### config.mk
export PLATFORM = sky130hd
export DESIGN_NAME = mcs_div_lane
export DESIGN_NICKNAME = d
export VERILOG_FILES = /design/src/hdl/minmax_contrast_stretch_defines.svh /design/src/hdl/mcs_pkg.sv /design/src/hdl/mcs_div_lane.sv
export SDC_FILE = /design/constraint.sdc
export NUM_CORES = 1
export LEC_CHECK = 0
export BUFFER_PORTS_ARGS = -buffer_cell sky130_fd_sc_hd__buf_2
export CAP_MARGIN = 20
export CORE_ASPECT_RATIO = 0.7
export CORE_UTILIZATION = 25
export CTS_CLUSTER_DIAMETER = 200
export CTS_CLUSTER_SIZE = 40
export DETAILED_ROUTE_END_ITERATION = 10
export GPL_ROUTABILITY_DRIVEN = 0
export PLACE_DENSITY_LB_ADDON = 0.25
export SYNTH_ARGS = -nofsm -noshare
export SYNTH_HDL_FRONTEND = slang
export SYNTH_SLANG_ARGS = --single-unit
### constraint.sdc
create_clock -name clock -period 5.96 [get_ports clock]
set_clock_uncertainty 0.2 [all_clocks]
set_input_delay 0.298 -clock clock [delete_from_list [all_inputs] [get_ports clock]]
set_output_delay 0.298 -clock clock [all_outputs]
set_load 0.02 [all_outputs]
### src/hdl/minmax_contrast_stretch_defines.svh
// Assertion macros shared by the contrast stretch RTL.
// Depends on nothing; included by the files that carry assertions.
`ifndef MINMAX_CONTRAST_STRETCH_DEFINES_SVH
`define MINMAX_CONTRAST_STRETCH_DEFINES_SVH

// The property must hold at every clock edge outside reset.
`define MCS_ASSERT(lbl, clk, rst, prop, msg) \
   lbl: assert property (@(posedge clk) disable iff (rst) (prop)) else $error(msg);

// The condition must never be seen at a clock edge outside reset.
`define MCS_ASSERT_NEVER(lbl, clk, rst, cond, msg) \
   lbl: assert property (@(posedge clk) disable iff (rst) !(cond)) else $error(msg);

`endif

### src/hdl/mcs_pkg.sv
// Package for the min-max contrast stretch: request and response types,
// status codes, state encoding and sizing constants. Depends on nothing.
package mcs_pkg;

   localparam int unsigned MAX_PIXELS_DEF = 4096;
   localparam int COMP_W = 16;
   localparam int OUT_W = 8;
   localparam int DIV_STEPS = 8;
   localparam int STEP_W = $clog2(DIV_STEPS);
   localparam logic [COMP_W-1:0] MIN_INIT = '1;
   localparam logic [COMP_W-1:0] MAX_INIT = '0;

   typedef enum logic {
      FUNC_LOAD  = 1'b0,
      FUNC_FETCH = 1'b1
   } func_type;

   typedef enum logic [1:0] {
      STATUS_OK      = 2'd0,
      STATUS_EMPTY   = 2'd1,
      STATUS_DROPPED = 2'd2
   } status_type;

   typedef struct packed {
      func_type          func;
      logic [COMP_W-1:0] red_in;
      logic [COMP_W-1:0] green_in;
      logic [COMP_W-1:0] blue_in;
   } req_type;

   typedef struct packed {
      logic [OUT_W-1:0] red_out;
      logic [OUT_W-1:0] green_out;
      logic [OUT_W-1:0] blue_out;
      logic             last_out;
      status_type       status;
   } rsp_type;

   typedef struct packed {
      logic prep;
      logic load;
      logic step;
   } div_ctrl_type;

   typedef enum logic [2:0] {
      ST_IDLE,
      ST_READ,
      ST_LOAD,
      ST_DIV,
      ST_DONE
   } state_type;

endpackage

### src/hdl/mcs_div_lane.sv
// One color lane: offset from the minimum, scaling by 255 and a restoring
// divider that yields one quotient bit per step. Depends on mcs_pkg.
module mcs_div_lane (
   input  logic                             clock,
   input  mcs_pkg::div_ctrl_type            ctrl,
   input  logic [mcs_pkg::COMP_W-1:0]       value,
   input  logic [mcs_pkg::COMP_W-1:0]       min_value,
   input  logic [mcs_pkg::COMP_W-1:0]       span,
   output logic [mcs_pkg::OUT_W-1:0]        quotient
);

   localparam int CW = mcs_pkg::COMP_W;
   localparam int QW = mcs_pkg::OUT_W;
   localparam int PW = CW + QW;

   logic [CW-1:0] diff_ff, diff_in;
   logic [CW-1:0] rem_ff, rem_in;
   logic [QW-1:0] qsh_ff, qsh_in;
   logic [PW-1:0] prod;
   logic [CW+1:0] trial;
   logic          fits;

   // The scaled dividend is below 256 times the span, so its upper part
   // starts as a remainder smaller than the divisor. Its low byte shifts
   // out at the top of qsh_ff while quotient bits shift in at the bottom.
   always_comb begin
      diff_in = (value > min_value) ? (value - min_value) : '0;
      prod    = {diff_ff, {QW{1'b0}}} - {{QW{1'b0}}, diff_ff};
      trial   = {1'b0, rem_ff, qsh_ff[QW-1]} - {2'b00, span};
      fits    = !trial[CW+1];
      rem_in  = rem_ff;
      qsh_in  = qsh_ff;
      if (ctrl.load) begin
         rem_in = prod[PW-1:QW];
         qsh_in = prod[QW-1:0];
      end else if (ctrl.step) begin
         rem_in = fits ? trial[CW-1:0] : {rem_ff[CW-2:0], qsh_ff[QW-1]};
         qsh_in = {qsh_ff[QW-2:0], fits};
      end
   end

   always_ff @(posedge clock) begin
      if (ctrl.prep) begin
         diff_ff <= diff_in;
      end
      rem_ff <= rem_in;
      qsh_ff <= qsh_in;
   end

   assign quotient = qsh_ff;

endmodule

# --- Word-level counts from Yosys, hierarchy flattened ---
# Index checks and enable logic that the tools add are counted.
word_totals:
  ff_bits: 40
  input_bits: 52
  out_inout_bits: 8
  word_cells: 14
classes:
  add_sub_neg: 3
  n_lt_le_gt_ge: 1
  muxes: 5
  n_reduce_logical: 2
ops:
  columns: ["op", "count"]
  rows:
  - ["$mux 16", 3]
  - ["$sub 24x16->24", 1]
  - ["$sub 17x16->18", 1]
  - ["$gt 16x16->1", 1]
  - ["$mux 8", 2]
  - ["$sub 16x16->16", 1]
  - ["$reduce_bool 2->1", 1]
  - ["$logic_not 1->1", 1]

# --- Logic depth before layout (Yosys ltp) ---
# Gate-level depths: netlist of the first run.
depth:
  depth_word: 4
  ltp_mapped: 12

# --- Least setup slack after synthesis of the first run ---
# No wires, ideal clock.
synth_path:
  kind: "register to register"
  from: "register qsh_ff[7], in the netlist quotient[7]"
  to: "register rem_ff[8], data pin"
  setup_ns: 0.265
  arrival_ns: 2.342
  t_required_ns: 5.495
  path_slack_ns: 3.153
  stages_incl_launch_ff: 12
  n_path_buf: 2
  period_less_slack_ns: 2.807
  cell_sequence: "edfxtp_1 -> inv_1 -> ha_1 -> nor2b_1 -> o2111ai_1 -> a31o_2 -> a211o_1 -> a21o_1 -> clkbuf_1 -> buf_2 -> nor3b_1 -> o22ai_1"
synth_via:
  elab_chain_cells: 4
synth_lines:
  columns: ["element", "line", "source"]
  rows:
  - ["start, declared", "mcs_div_lane.sv:18", "logic [QW-1:0] qsh_ff, qsh_in;"]
  - ["start signal, assigned", "mcs_div_lane.sv:47", "qsh_ff <= qsh_in;"]
  - ["$sub 17x16->18", "mcs_div_lane.sv:29", "trial = {1'b0, rem_ff, qsh_ff[QW-1]} - {2'b00, span};"]
  - ["$mux 16", "mcs_div_lane.sv:37", "rem_in = fits ? trial[CW-1:0] : {rem_ff[CW-2:0], qsh_ff[QW-1]};"]
  - ["$mux 16", "mcs_div_lane.sv:36", "end else if (ctrl.step) begin"]
  - ["$mux 16", "mcs_div_lane.sv:33", "if (ctrl.load) begin"]
  - ["net rem_in[8]", "mcs_div_lane.sv:17", "logic [CW-1:0] rem_ff, rem_in;"]
  - ["end signal, assigned", "mcs_div_lane.sv:46", "rem_ff <= rem_in;"]
  - ["end, declared", "mcs_div_lane.sv:17", null]
# The timed path passes the listed nets, and every way through them passes these cells. The select of a mux whose other input is x is not followed.
# A chain may end at the register's enable or synchronous reset.

# --- Worst setup path in the final report of the first run ---
layout_path:
  from: "register diff_ff[0]"
  to: "register rem_ff[12], data pin"
layout_via:
  elab_chain_cells: 2
layout_lines:
  columns: ["element", "line", "source"]
  rows:
  - ["start, declared", "mcs_div_lane.sv:16", "logic [CW-1:0] diff_ff, diff_in;"]
  - ["start signal, assigned", "mcs_div_lane.sv:44", "diff_ff <= diff_in;"]
  - ["$sub 24x16->24", "mcs_div_lane.sv:28", "prod = {diff_ff, {QW{1'b0}}} - {{QW{1'b0}}, diff_ff};"]
  - ["$mux 16", "mcs_div_lane.sv:33", null]
  - ["net rem_in[12]", "mcs_div_lane.sv:17", null]
# The timed path passes the listed nets, and every way through them passes these cells.

==> results of run 1 <==
==> cells by family (layout without fill, tap and decap cells) <==
family          count (synthesis)  in the layout  synth area share (%)
compound gates                128            128                 21.12
xor+xnor                       40             40                 8.972
fa+ha+maj                      43             43                 14.16
simple gates                  130            130                 16.73
buf+inv                        59            117                 5.767
mux                             9              9                 2.499
flops                          40             40                 30.76
==> report_power, final <==
| part | total [mW] | switching [mW] | internal [mW] |
|---|---|---|---|
| logic | 0.947 | 0.551 | 0.395 |
| registers | 0.496 | 0.0696 | 0.426 |
| clock network | 0.251 | 0.0968 | 0.154 |
| total | 1.69 | 0.718 | 0.975 |
==> final timing paths <==
path | startpoint | to | slack [ns] | depth (start not counted)
max | diff_ff[0] | rem_ff[12] | 2.82 | 9
min | ctrl[2] | diff_ff[2] | 0.25 | 1
max reg2reg | diff_ff[0] | rem_ff[12] | 2.82 | 9
min reg2reg | quotient[3] | quotient[4] | 0.37 | 1
==> synth_stat cells, types with 3 or more instances <==
cell / count / area share [%]
sky130_fd_sc_hd__or2_2: 3 / 0.48
sky130_fd_sc_hd__clkbuf_1: 6 / 0.58
sky130_fd_sc_hd__nand2_1: 35 / 3.4
sky130_fd_sc_hd__xnor2_1: 28 / 6.3
sky130_fd_sc_hd__nor2_1: 35 / 3.4
sky130_fd_sc_hd__o211ai_1: 3 / 0.58
sky130_fd_sc_hd__or4_1: 6 / 1.2
sky130_fd_sc_hd__nor4_1: 7 / 1.1
sky130_fd_sc_hd__inv_1: 49 / 4.7
sky130_fd_sc_hd__a211o_1: 3 / 0.67
sky130_fd_sc_hd__o31ai_1: 3 / 0.58
sky130_fd_sc_hd__a21o_1: 11 / 2.1
sky130_fd_sc_hd__nor3_1: 6 / 0.77
sky130_fd_sc_hd__nand4_1: 3 / 0.48
sky130_fd_sc_hd__nand2b_1: 6 / 0.96
sky130_fd_sc_hd__a21oi_1: 35 / 4.5
sky130_fd_sc_hd__ha_1: 41 / 13
sky130_fd_sc_hd__o2111ai_1: 3 / 0.67
sky130_fd_sc_hd__nor4b_1: 3 / 0.67
sky130_fd_sc_hd__nand3_1: 8 / 1.0
sky130_fd_sc_hd__edfxtp_1: 40 / 31
sky130_fd_sc_hd__xor2_1: 12 / 2.7
sky130_fd_sc_hd__o21ai_0: 22 / 2.8
sky130_fd_sc_hd__a22oi_1: 11 / 2.1
sky130_fd_sc_hd__o21bai_1: 5 / 0.96
sky130_fd_sc_hd__mux2_2: 6 / 1.7
sky130_fd_sc_hd__nor2b_1: 7 / 1.1
sky130_fd_sc_hd__a211oi_1: 5 / 0.96
sky130_fd_sc_hd__buf_2: 3 / 0.38
sky130_fd_sc_hd__a31oi_1: 8 / 1.3
sky130_fd_sc_hd__mux2i_1: 3 / 0.77
sky130_fd_sc_hd__o21a_1: 6 / 1.2
==> routing by layer <==
layer  routed length [microns]  track usage (%)
met5                         0                0
met4                        82            2.643
met3                       548            1.845
met2                      3613            16.99
met1                      5162            18.73
==> area by class of cell <==
type                       instances  area, sq um  area share, %
multi-input combinational        350         2479          54.51
inverter                          49        183.9          4.045
timing repair buffer              60        302.8          6.659
tap                              195        244.0          5.366
sequential                        40         1201          26.42
clock buffer                       7        132.6          2.917
clock inverter                     1        3.754        0.08255
==> per-stage QoR <==
| step | total power, mW | setup WS [ns] | hold slack [ns] | cells |
|---|---|---|---|---|
| 4_1_cts | 1.696 | 2.802 | 0.2527 | 702 |
| 3_5_place_dp | 1.432 | 2.827 | 0.3617 | 694 |
| 6_report | 1.693 | 2.818 | 0.2492 | 702 |
| 3_3_place_gp | 1.433 | 2.753 | 0.3560 | 693 |
| 2_1_floorplan | 1.203 | 3.153 | 0.2105 | 449 |
| 5_1_grt | 1.838 | 2.568 | 0.2705 | 702 |
==> registers in the layout, summed over array words and instances, names as in the netlist <==
signal and flops:
rem_ff 16, diff_ff 16, quotient 8
==> critical path: stages, from the launching register on <==
cell and delay [ns]:
sky130_fd_sc_hd__edfxtp_1 0.50, sky130_fd_sc_hd__inv_1 0.10, sky130_fd_sc_hd__ha_1 0.17, sky130_fd_sc_hd__nor3b_1 0.56, sky130_fd_sc_hd__a311oi_1 0.24, sky130_fd_sc_hd__o31ai_1 0.44
sky130_fd_sc_hd__a211o_1 0.21, sky130_fd_sc_hd__nor3_1 0.06, sky130_fd_sc_hd__xnor2_1 0.22, sky130_fd_sc_hd__a22oi_1 0.14
==> flow_summary.html, run 1 <==
<table>
<tr><th>Metric</th><th>Value</th></tr>
<tr><th colspan="2">Status</th></tr>
<tr><td>Status</td><td>finished clean</td></tr>
<tr><th colspan="2">Place</th></tr>
<tr><td># port buffers</td><td>59</td></tr>
<tr><td>Dpl cell area</td><td>4410 sq um</td></tr>
<tr><td>HPWL after DPL</td><td>7.559 mm</td></tr>
<tr><th colspan="2">Clock network</th></tr>
<tr><td>Clock tree root driver cell</td><td>sky130_fd_sc_hd__clkbuf_16</td></tr>
<tr><td>Number of clock sinks seen by CTS</td><td>40</td></tr>
<tr><td>CTS H-Tree Depth</td><td>2</td></tr>
<tr><td>Hold bufs inserted after CTS</td><td>0</td></tr>
<tr><td>Clock tree from TritonCTS</td><td>done</td></tr>
<tr><td>Total CTS buffers</td><td>5</td></tr>
<tr><td>Clk slew on worst S/H paths</td><td>0.06 ns</td></tr>
<tr><td>PostCTS Resize Cnt</td><td>0</td></tr>
<tr><td>Postcts setup bufs</td><td>0</td></tr>
<tr><td>Bufs on Longest Clock Path</td><td>2</td></tr>
<tr><td>Clock latency at the later pin of the worst-skew pair</td><td>0.28 ns</td></tr>
<tr><th colspan="2">Yosys</th></tr>
<tr><td>Post-Syn Area</td><td>3905 sq um</td></tr>
<tr><td>Synth Flop Type</td><td>sky130_fd_sc_hd__edfxtp_1</td></tr>
<tr><td>Share of async-settable or async-resettable flops after synthesis</td><td>0%</td></tr>
<tr><td>Count of flip-flops with a built-in enable after synthesis</td><td>40</td></tr>
<tr><td>Average footprint of a synthesized cell</td><td>8.697 sq um</td></tr>
<tr><td>Unique cell type count in the Yosys netlist</td><td>51</td></tr>
<tr><td>Part of the Yosys area used for sequential elements</td><td>30.76%</td></tr>
<tr><td>Register bit total from synthesis</td><td>40</td></tr>
<tr><td>Cells after synthesis</td><td>449</td></tr>
<tr><td>Synth Net Count</td><td>544</td></tr>
<tr><td>Number of warnings issued by yosys</td><td>0</td></tr>
<tr><th colspan="2">Drt</th></tr>
<tr><td>Mean routed wirelength per cell</td><td>13.40 microns</td></tr>
<tr><td>Number of DRC violations after detailed routing</td><td>0</td></tr>
<tr><td>Post-detailed-routing wire length</td><td>9.406 mm</td></tr>
<tr><td>Antenna-violating nets left</td><td>0</td></tr>
<tr><td>Number of violations reported at the end of detailed-routing iteration 0</td><td>230</td></tr>
<tr><td>TritonRoute pass-1 iters</td><td>4</td></tr>
<tr><td>Via Count</td><td>3,350</td></tr>
<tr><td>Per-cell via count in the routed design</td><td>4.772</td></tr>
<tr><th colspan="2">Worst setup path</th></tr>
<tr><td>Crit start category</td><td>flip-flop</td></tr>
<tr><td>Signal arrival time at the worst endpoint</td><td>2.92 ns</td></tr>
<tr><td>Critical Path Fanout Max</td><td>6</td></tr>
<tr><td>Critical path endpoint category</td><td>flip-flop</td></tr>
<tr><td>WS Path Type</td><td>reg2reg</td></tr>
<tr><td>Critical Path RT</td><td>5.74 ns</td></tr>
<tr><th colspan="2">Floorplanning</th></tr>
<tr><td>Die outline area</td><td>16,130 sq um</td></tr>
<tr><td>Placement row count</td><td>37</td></tr>
<tr><td>Initial Util</td><td>26.11%</td></tr>
<tr><td>Core box area</td><td>14,950 sq um</td></tr>
<tr><td>Floorplan die height</td><td>106.6 microns</td></tr>
<tr><td>X dimension of the die</td><td>151.4 microns</td></tr>
<tr><td>I/O pins</td><td>60</td></tr>
<tr><th colspan="2">Flow run</th></tr>
<tr><td>Max capacitance violation total</td><td>0</td></tr>
<tr><th colspan="2">Finish</th></tr>
<tr><td>Most frequent cells in the layout</td><td>sky130_fd_sc_hd__buf_2, sky130_fd_sc_hd__inv_1, sky130_fd_sc_hd__ha_1</td></tr>
<tr><td>Most common library cell in the layout ignoring fill and taps</td><td>sky130_fd_sc_hd__buf_2</td></tr>
<tr><td>Filler Cell Count</td><td>1,630</td></tr>
<tr><td>Share of cells above drive strength 1</td><td>15.38%</td></tr>
<tr><td>Syn-to-layout area delta</td><td>16.44%</td></tr>
<tr><td>Design Area, Final</td><td>4547 sq um</td></tr>
<tr><td>Final #Nets</td><td>601</td></tr>
<tr><td>Inserted Diodes</td><td>0</td></tr>
<tr><td>Final Util</td><td>30.41%</td></tr>
<tr><th colspan="2">STA</th></tr>
<tr><td>Max_slew headroom</td><td>44.41%</td></tr>
<tr><td>Upper clock frequency limit</td><td>0.3183 GHz</td></tr>
<tr><td>Slew of the pin with the lowest slew margin</td><td>0.8339 ns</td></tr>
<tr><td>Number of setup violations in the final report</td><td>0</td></tr>
<tr><td>Total Neg Setup Slack</td><td>0 ns</td></tr>
<tr><td>Setup repair after global routing missed its margin</td><td>no</td></tr>
<tr><td>Final critical-path share of the clock period</td><td>52.71%</td></tr>
<tr><td>Number of max-slew violations in the final report</td><td>0</td></tr>
<tr><td>Post-route minimum period</td><td>3.142 ns</td></tr>
<tr><td>Endpoints failing hold</td><td>0</td></tr>
<tr><th colspan="2">Global route</th></tr>
<tr><td>Aggregate global-route resource usage</td><td>12.04%</td></tr>
<tr><td>Total congestion overflow after global routing</td><td>0</td></tr>
<tr><td>Via count of the first global-routing pass</td><td>3,167</td></tr>
<tr><td>First-pass GRT wire length</td><td>15.64 mm</td></tr>
<tr><td>Antenna violations before repair</td><td>0</td></tr>
<tr><td>Largest net degree at the start of global routing</td><td>40</td></tr>
<tr><th colspan="2">Min path</th></tr>
<tr><td>Hold crit path type</td><td>in2reg</td></tr>
<tr><th colspan="2">Power and ir drop</th></tr>
<tr><td>Pwr/cell area</td><td>372.4 nW/um^2</td></tr>
<tr><td>Static Leakage</td><td>1.987 nW</td></tr>
<tr><td>Worst vdd ir</td><td>0.1077 mV</td></tr>
</table>
Note: power is estimated with default switching activity, not from simulation.
==> run 2, diff against run 1 <==
--- a/config.mk
+++ b/config.mk
@@ -5,6 +5,7 @@
 export SDC_FILE = /design/constraint.sdc
 export NUM_CORES = 1
 export LEC_CHECK = 0
+export ABC_AREA = 1
 export BUFFER_PORTS_ARGS = -buffer_cell sky130_fd_sc_hd__buf_2
 export CAP_MARGIN = 20
 export CORE_ASPECT_RATIO = 0.7
==> constraint.sdc (replaced) <==
create_clock -name clock -period 2.7 [get_ports clock]
set_clock_uncertainty 0.2 [all_clocks]
set_input_delay 0.135 -clock clock [delete_from_list [all_inputs] [get_ports clock]]
set_output_delay 0.135 -clock clock [all_outputs]
set_load 0.02 [all_outputs]
==> flow_summary.html, run 2 <==
<table>
<tr><th>Metric</th><th>Value</th></tr>
<tr><th colspan="2">Clock network</th></tr>
<tr><td>Total CTS buffers</td><td>5 (unchanged)</td></tr>
<tr><td>Bufs on Longest Clock Path</td><td>2 (unchanged)</td></tr>
<tr><td>Clock latency at the later pin of the worst-skew pair</td><td>0.29 ns (was 0.28 ns)</td></tr>
<tr><td>CTS H-Tree Depth</td><td>2 (unchanged)</td></tr>
<tr><td>Clock tree root driver cell</td><td>sky130_fd_sc_hd__clkbuf_16 (unchanged)</td></tr>
<tr><td>Number of clock sinks seen by CTS</td><td>40 (unchanged)</td></tr>
<tr><td>Clk slew on worst S/H paths</td><td>0.06 ns (about the same)</td></tr>
<tr><td>Hold bufs inserted after CTS</td><td>0 (unchanged)</td></tr>
<tr><td>Clock tree from TritonCTS</td><td>done (unchanged)</td></tr>
<tr><th colspan="2">Power and ir drop</th></tr>
<tr><td>Sequential share of power</td><td>26.2% (was 29.3%)</td></tr>
<tr><td>Static Leakage</td><td>3.024 nW (was 1.987 nW)</td></tr>
<tr><td>Part of the power in the clock network</td><td>15.6% (was 14.8%)</td></tr>
<tr><td>Total power consumption of the routed design</td><td>3.789 mW (was 1.693 mW)</td></tr>
<tr><td>Combinational share of power</td><td>58.3% (was 55.9%)</td></tr>
<tr><td>Pwr/cell area</td><td>654.7 nW/um^2 (was 372.4 nW/um^2)</td></tr>
<tr><td>Sw Share</td><td>46.14% (was 42.39%)</td></tr>
<tr><td>Switching Power</td><td>1.748 mW (was 0.7177 mW)</td></tr>
<tr><td>Cell-internal power</td><td>2.041 mW (was 0.9755 mW)</td></tr>
<tr><td>Worst vdd ir</td><td>0.2681 mV (was 0.1077 mV)</td></tr>
<tr><th colspan="2">Worst setup path</th></tr>
<tr><td>CP peak stage delay</td><td>0.44 ns (was 0.56 ns)</td></tr>
<tr><td>Critical Path Fanout Max</td><td>7 (was 6)</td></tr>
<tr><td>Worst reg2reg path startpoint</td><td>rem_ff[9] (was diff_ff[0])</td></tr>
<tr><td>WS Path Type</td><td>reg2reg (unchanged)</td></tr>
<tr><td>Critical path depth in cells</td><td>12 (was 9)</td></tr>
<tr><td>Internal reg-to-reg setup slack</td><td>0.12 ns (was 2.82 ns)</td></tr>
<tr><td>Origin of the worst setup path</td><td>rem_ff[9] (was diff_ff[0])</td></tr>
<tr><td>Standard cell with the maximum stage delay on the critical path</td><td>sky130_fd_sc_hd__edfxtp_1 (was sky130_fd_sc_hd__nor3b_1)</td></tr>
<tr><td>Number of buffer and inverter instances along the worst setup path</td><td>3 (was 1)</td></tr>
<tr><td>Crit start category</td><td>flip-flop (unchanged)</td></tr>
<tr><td>Critical Path RT</td><td>2.50 ns (was 5.74 ns)</td></tr>
<tr><td>Worst setup path endpoint</td><td>rem_ff[0] (was rem_ff[12])</td></tr>
<tr><td>Signal arrival time at the worst endpoint</td><td>2.37 ns (was 2.92 ns)</td></tr>
<tr><td>Register-to-Register Path Depth</td><td>12 (was 9)</td></tr>
<tr><td>Delay-heaviest family, CP</td><td>simple AND/OR/NAND/NOR gates (was compound AO/OA/AOI/OAI gates)</td></tr>
<tr><td>Capture point of the worst reg-to-reg path</td><td>rem_ff[0] (was rem_ff[12])</td></tr>
<tr><td>Cell breakdown of the critical path</td><td>ha_1 &gt; nand2_1 &gt; nand2_1 &gt; nand2_1 &gt; nand3_1 &gt; a21oi_4 &gt; buf_12 &gt; buf_4 &gt; buf_4 &gt; nand3_1 &gt; nand3_1 &gt; o21ai_0 (was inv_1 &gt; ha_1 &gt; nor3b_1 &gt; a311oi_1 &gt; o31ai_1 &gt; a211o_1 &gt; nor3_1 &gt; xnor2_1 &gt; a22oi_1)</td></tr>
<tr><td>Critical path endpoint category</td><td>flip-flop (unchanged)</td></tr>
<tr><th colspan="2">Drt</th></tr>
<tr><td>Mean routed wirelength per cell</td><td>13.26 microns (was 13.40 microns)</td></tr>
<tr><td>Per-cell via count in the routed design</td><td>4.527 (was 4.772)</td></tr>
<tr><td>Number of violations reported at the end of detailed-routing iteration 0</td><td>541 (was 230)</td></tr>
<tr><td>Post-detailed-routing wire length</td><td>14.69 mm (was 9.406 mm)</td></tr>
<tr><td>Number of DRC violations after detailed routing</td><td>0 (unchanged)</td></tr>
<tr><td>Antenna-violating nets left</td><td>0 (unchanged)</td></tr>
<tr><td>Via Count</td><td>5,016 (was 3,350)</td></tr>
<tr><td>TritonRoute pass-1 iters</td><td>6 (was 4)</td></tr>
<tr><th colspan="2">STA</th></tr>
<tr><td>Post-route minimum period</td><td>2.577 ns (was 3.142 ns)</td></tr>
<tr><td>Final critical-path share of the clock period</td><td>95.43% (was 52.71%)</td></tr>
<tr><td>Total Neg Setup Slack</td><td>0 ns (unchanged)</td></tr>
<tr><td>Max_slew headroom</td><td>36.25% (was 44.41%)</td></tr>
<tr><td>Worst hold margin</td><td>0.09071 ns (was 0.2492 ns)</td></tr>
<tr><td>Setup repair after global routing missed its margin</td><td>no (unchanged)</td></tr>
<tr><td>Endpoints failing hold</td><td>0 (unchanged)</td></tr>
<tr><td>Upper clock frequency limit</td><td>0.3881 GHz (was 0.3183 GHz)</td></tr>
<tr><td>Number of max-slew violations in the final report</td><td>0 (unchanged)</td></tr>
<tr><td>Slew of the pin with the lowest slew margin</td><td>0.9553 ns (was 0.8339 ns)</td></tr>
<tr><td>Number of setup violations in the final report</td><td>0 (unchanged)</td></tr>
<tr><th colspan="2">Floorplanning</th></tr>
<tr><td>Die outline area</td><td>20,350 sq um (was 16,130 sq um)</td></tr>
<tr><td>Initial Util</td><td>25.84% (was 26.11%)</td></tr>
<tr><td>X dimension of the die</td><td>170.1 microns (was 151.4 microns)</td></tr>
<tr><td>Core box area</td><td>19,130 sq um (was 14,950 sq um)</td></tr>
<tr><td>Floorplan die height</td><td>119.7 microns (was 106.6 microns)</td></tr>
<tr><td>I/O pins</td><td>60 (unchanged)</td></tr>
<tr><td>Placement row count</td><td>42 (was 37)</td></tr>
<tr><th colspan="2">Finish</th></tr>
<tr><td>Non-filler cells, final</td><td>1,108 (was 702)</td></tr>
<tr><td>Share of cells above drive strength 1</td><td>13.74% (was 15.38%)</td></tr>
<tr><td>Most frequent cells in the layout</td><td>sky130_fd_sc_hd__nand2_1, sky130_fd_sc_hd__inv_1, sky130_fd_sc_hd__nand3_1 (was sky130_fd_sc_hd__buf_2, sky130_fd_sc_hd__inv_1, sky130_fd_sc_hd__ha_1)</td></tr>
<tr><td>Final #Nets</td><td>938 (was 601)</td></tr>
<tr><td>Most common library cell in the layout ignoring fill and taps</td><td>sky130_fd_sc_hd__nand2_1 (was sky130_fd_sc_hd__buf_2)</td></tr>
<tr><td>Syn-to-layout area delta</td><td>17.08% (was 16.44%)</td></tr>
<tr><td>Inserted Diodes</td><td>0 (unchanged)</td></tr>
<tr><td>Design Area, Final</td><td>5788 sq um (was 4547 sq um)</td></tr>
<tr><td>Filler Cell Count</td><td>2,184 (was 1,630)</td></tr>
<tr><th colspan="2">Global route</th></tr>
<tr><td>Via count of the first global-routing pass</td><td>4,512 (was 3,167)</td></tr>
<tr><td>Antenna violations before repair</td><td>0 (unchanged)</td></tr>
<tr><td>First-pass GRT wire length</td><td>23.57 mm (was 15.64 mm)</td></tr>
<tr><td>Aggregate global-route resource usage</td><td>14.85% (was 12.04%)</td></tr>
<tr><td>Total congestion overflow after global routing</td><td>0 (unchanged)</td></tr>
<tr><td>Largest net degree at the start of global routing</td><td>32 (was 40)</td></tr>
<tr><th colspan="2">Yosys</th></tr>
<tr><td>Synth Net Count</td><td>866 (was 544)</td></tr>
<tr><td>Synth Flop Type</td><td>sky130_fd_sc_hd__edfxtp_1 (unchanged)</td></tr>
<tr><td>Proportion of netlist area held by the largest area contributor</td><td>24.30% (was 30.76%)</td></tr>
<tr><td>Main area contributors after synthesis</td><td>sky130_fd_sc_hd__edfxtp_1, sky130_fd_sc_hd__nand2_1, sky130_fd_sc_hd__inv_1, sky130_fd_sc_hd__ha_1, sky130_fd_sc_hd__nand3_1 (was sky130_fd_sc_hd__edfxtp_1, sky130_fd_sc_hd__ha_1, sky130_fd_sc_hd__xnor2_1, sky130_fd_sc_hd__inv_1, sky130_fd_sc_hd__a21oi_1)</td></tr>
<tr><td>Count of flip-flops with a built-in enable after synthesis</td><td>40 (unchanged)</td></tr>
<tr><td>Average footprint of a synthesized cell</td><td>6.412 sq um (was 8.697 sq um)</td></tr>
<tr><td>Register bit total from synthesis</td><td>40 (unchanged)</td></tr>
<tr><td>Unique cell type count in the Yosys netlist</td><td>36 (was 51)</td></tr>
<tr><td>Share of async-settable or async-resettable flops after synthesis</td><td>0% (unchanged)</td></tr>
<tr><td>Most frequently used cell type in the post-synthesis netlist</td><td>sky130_fd_sc_hd__nand2_1 (was sky130_fd_sc_hd__inv_1)</td></tr>
<tr><td>Number of warnings issued by yosys</td><td>0 (unchanged)</td></tr>
<tr><td>Part of the Yosys area used for sequential elements</td><td>24.30% (was 30.76%)</td></tr>
<tr><td>Post-Syn Area</td><td>4943 sq um (was 3905 sq um)</td></tr>
<tr><td>Commonest cells post-synth</td><td>sky130_fd_sc_hd__nand2_1, sky130_fd_sc_hd__inv_1, sky130_fd_sc_hd__nand3_1 (was sky130_fd_sc_hd__inv_1, sky130_fd_sc_hd__ha_1, sky130_fd_sc_hd__edfxtp_1)</td></tr>
<tr><td>Most area-hungry cell type in the Yosys netlist</td><td>sky130_fd_sc_hd__edfxtp_1 (unchanged)</td></tr>
<tr><td>Cells after synthesis</td><td>771 (was 449)</td></tr>
<tr><th colspan="2">Place</th></tr>
<tr><td># port buffers</td><td>59 (unchanged)</td></tr>
<tr><td>Placed cell count</td><td>1,096 (was 694)</td></tr>
<tr><td>Dpl cell area</td><td>5589 sq um (was 4410 sq um)</td></tr>
<tr><td>HPWL after DPL</td><td>12.31 mm (was 7.559 mm)</td></tr>
<tr><th colspan="2">Flow run</th></tr>
<tr><td>Max capacitance violation total</td><td>0 (unchanged)</td></tr>
<tr><th colspan="2">Min path</th></tr>
<tr><td>Hold crit path type</td><td>in2reg (unchanged)</td></tr>
<tr><td>Hold depth</td><td>3 (was 1)</td></tr>
<tr><th colspan="2">Status</th></tr>
<tr><td>Status</td><td>finished clean (unchanged)</td></tr>
</table>
==> run 2: repair_timing <==
action / CTS / global route
setup endpoints to repair: 0 / 10
gates resized for setup: 0 / 4
setup buffers: 0 / 4
==> run 2: cells by family (layout without fill, tap and decap cells) <==
group	count (synthesis)	count (layout)	share of synthesized area, %
DFF	40	40	24.30
xor gates and xnor gates	20	20	3.543
buffers and inverters	156	229	12.43
AOI/OAI and AO/OA	72	72	8.023
adders and majority gates	43	43	11.19
and+or+nand+nor	440	440	40.52
==> run 2: area by class of cell <==
| class | count | area, sq um | share of cell area, % |
|---|---|---|---|
| multi-input cells | 575 | 3144 | 54.32 |
| inverters | 147 | 551.8 | 9.533 |
| flip-flops and latches | 40 | 1201 | 20.75 |
| well taps | 264 | 330.3 | 5.707 |
| repair buffers | 74 | 420.4 | 7.263 |
| clock buffers | 6 | 128.9 | 2.227 |
| clock inverters | 2 | 11.26 | 0.1946 |
==> run 2: tightest hold or removal path: stages <==
cell and delay, ns:
sky130_fd_sc_hd__buf_2 0.08, sky130_fd_sc_hd__ha_1 0.16, sky130_fd_sc_hd__nor2_2 0.05
==> run 2: worst min-delay path by stage <==
stage / from / slack [ns] / endpoint
final: min_value[0] / 0.09 / diff_ff[0]
after global routing: min_value[0] / 0.10 / diff_ff[0]
after CTS: min_value[0] / 0.09 / diff_ff[0]
after detailed placement: quotient[1] / 0.36 / quotient[2]
after global placement: quotient[5] / 0.35 / quotient[6]
after floorplan: ctrl[2] / 0.05 / diff_ff[0]
==> run 2: routing by layer <==
metal  global-route usage [%]  share of wire [%]  vias to the layer above
li1                         -                  -                     2619
met1                    24.46                 56                     2244
met3                    2.968                7.2                        4
met2                    19.42                 36                      149
met4                    1.858               0.44                        0
met5                        0                  0                        -
==> run 2: power by group through the flow <==
| stage | registers, mW | logic [mW] | clock network (mW) |
|---|---|---|---|
| floorplan | 0.979 | 1.58 | 0 |
| global placement | 1.01 | 2.12 | 0 |
| detailed placement | 1.00 | 2.12 | 0 |
| CTS | 0.993 | 2.13 | 0.602 |
| global route | 1.01 | 2.49 | 0.624 |
| finish | 0.991 | 2.21 | 0.589 |
==> run 2: metrics by stage <==
| stage | worst slack, ns | utilization, % |
|---|---|---|
| 6_report | 0.1234 | 30.26 |
| 3_5_place_dp | 0.1055 | 29.22 |
| 4_1_cts | 0.07272 | 29.95 |
| 5_1_grt | 0.006906 | 30.26 |
| 3_3_place_gp | 0.06263 | 29.22 |
| 2_1_floorplan | 0.4302 | - |
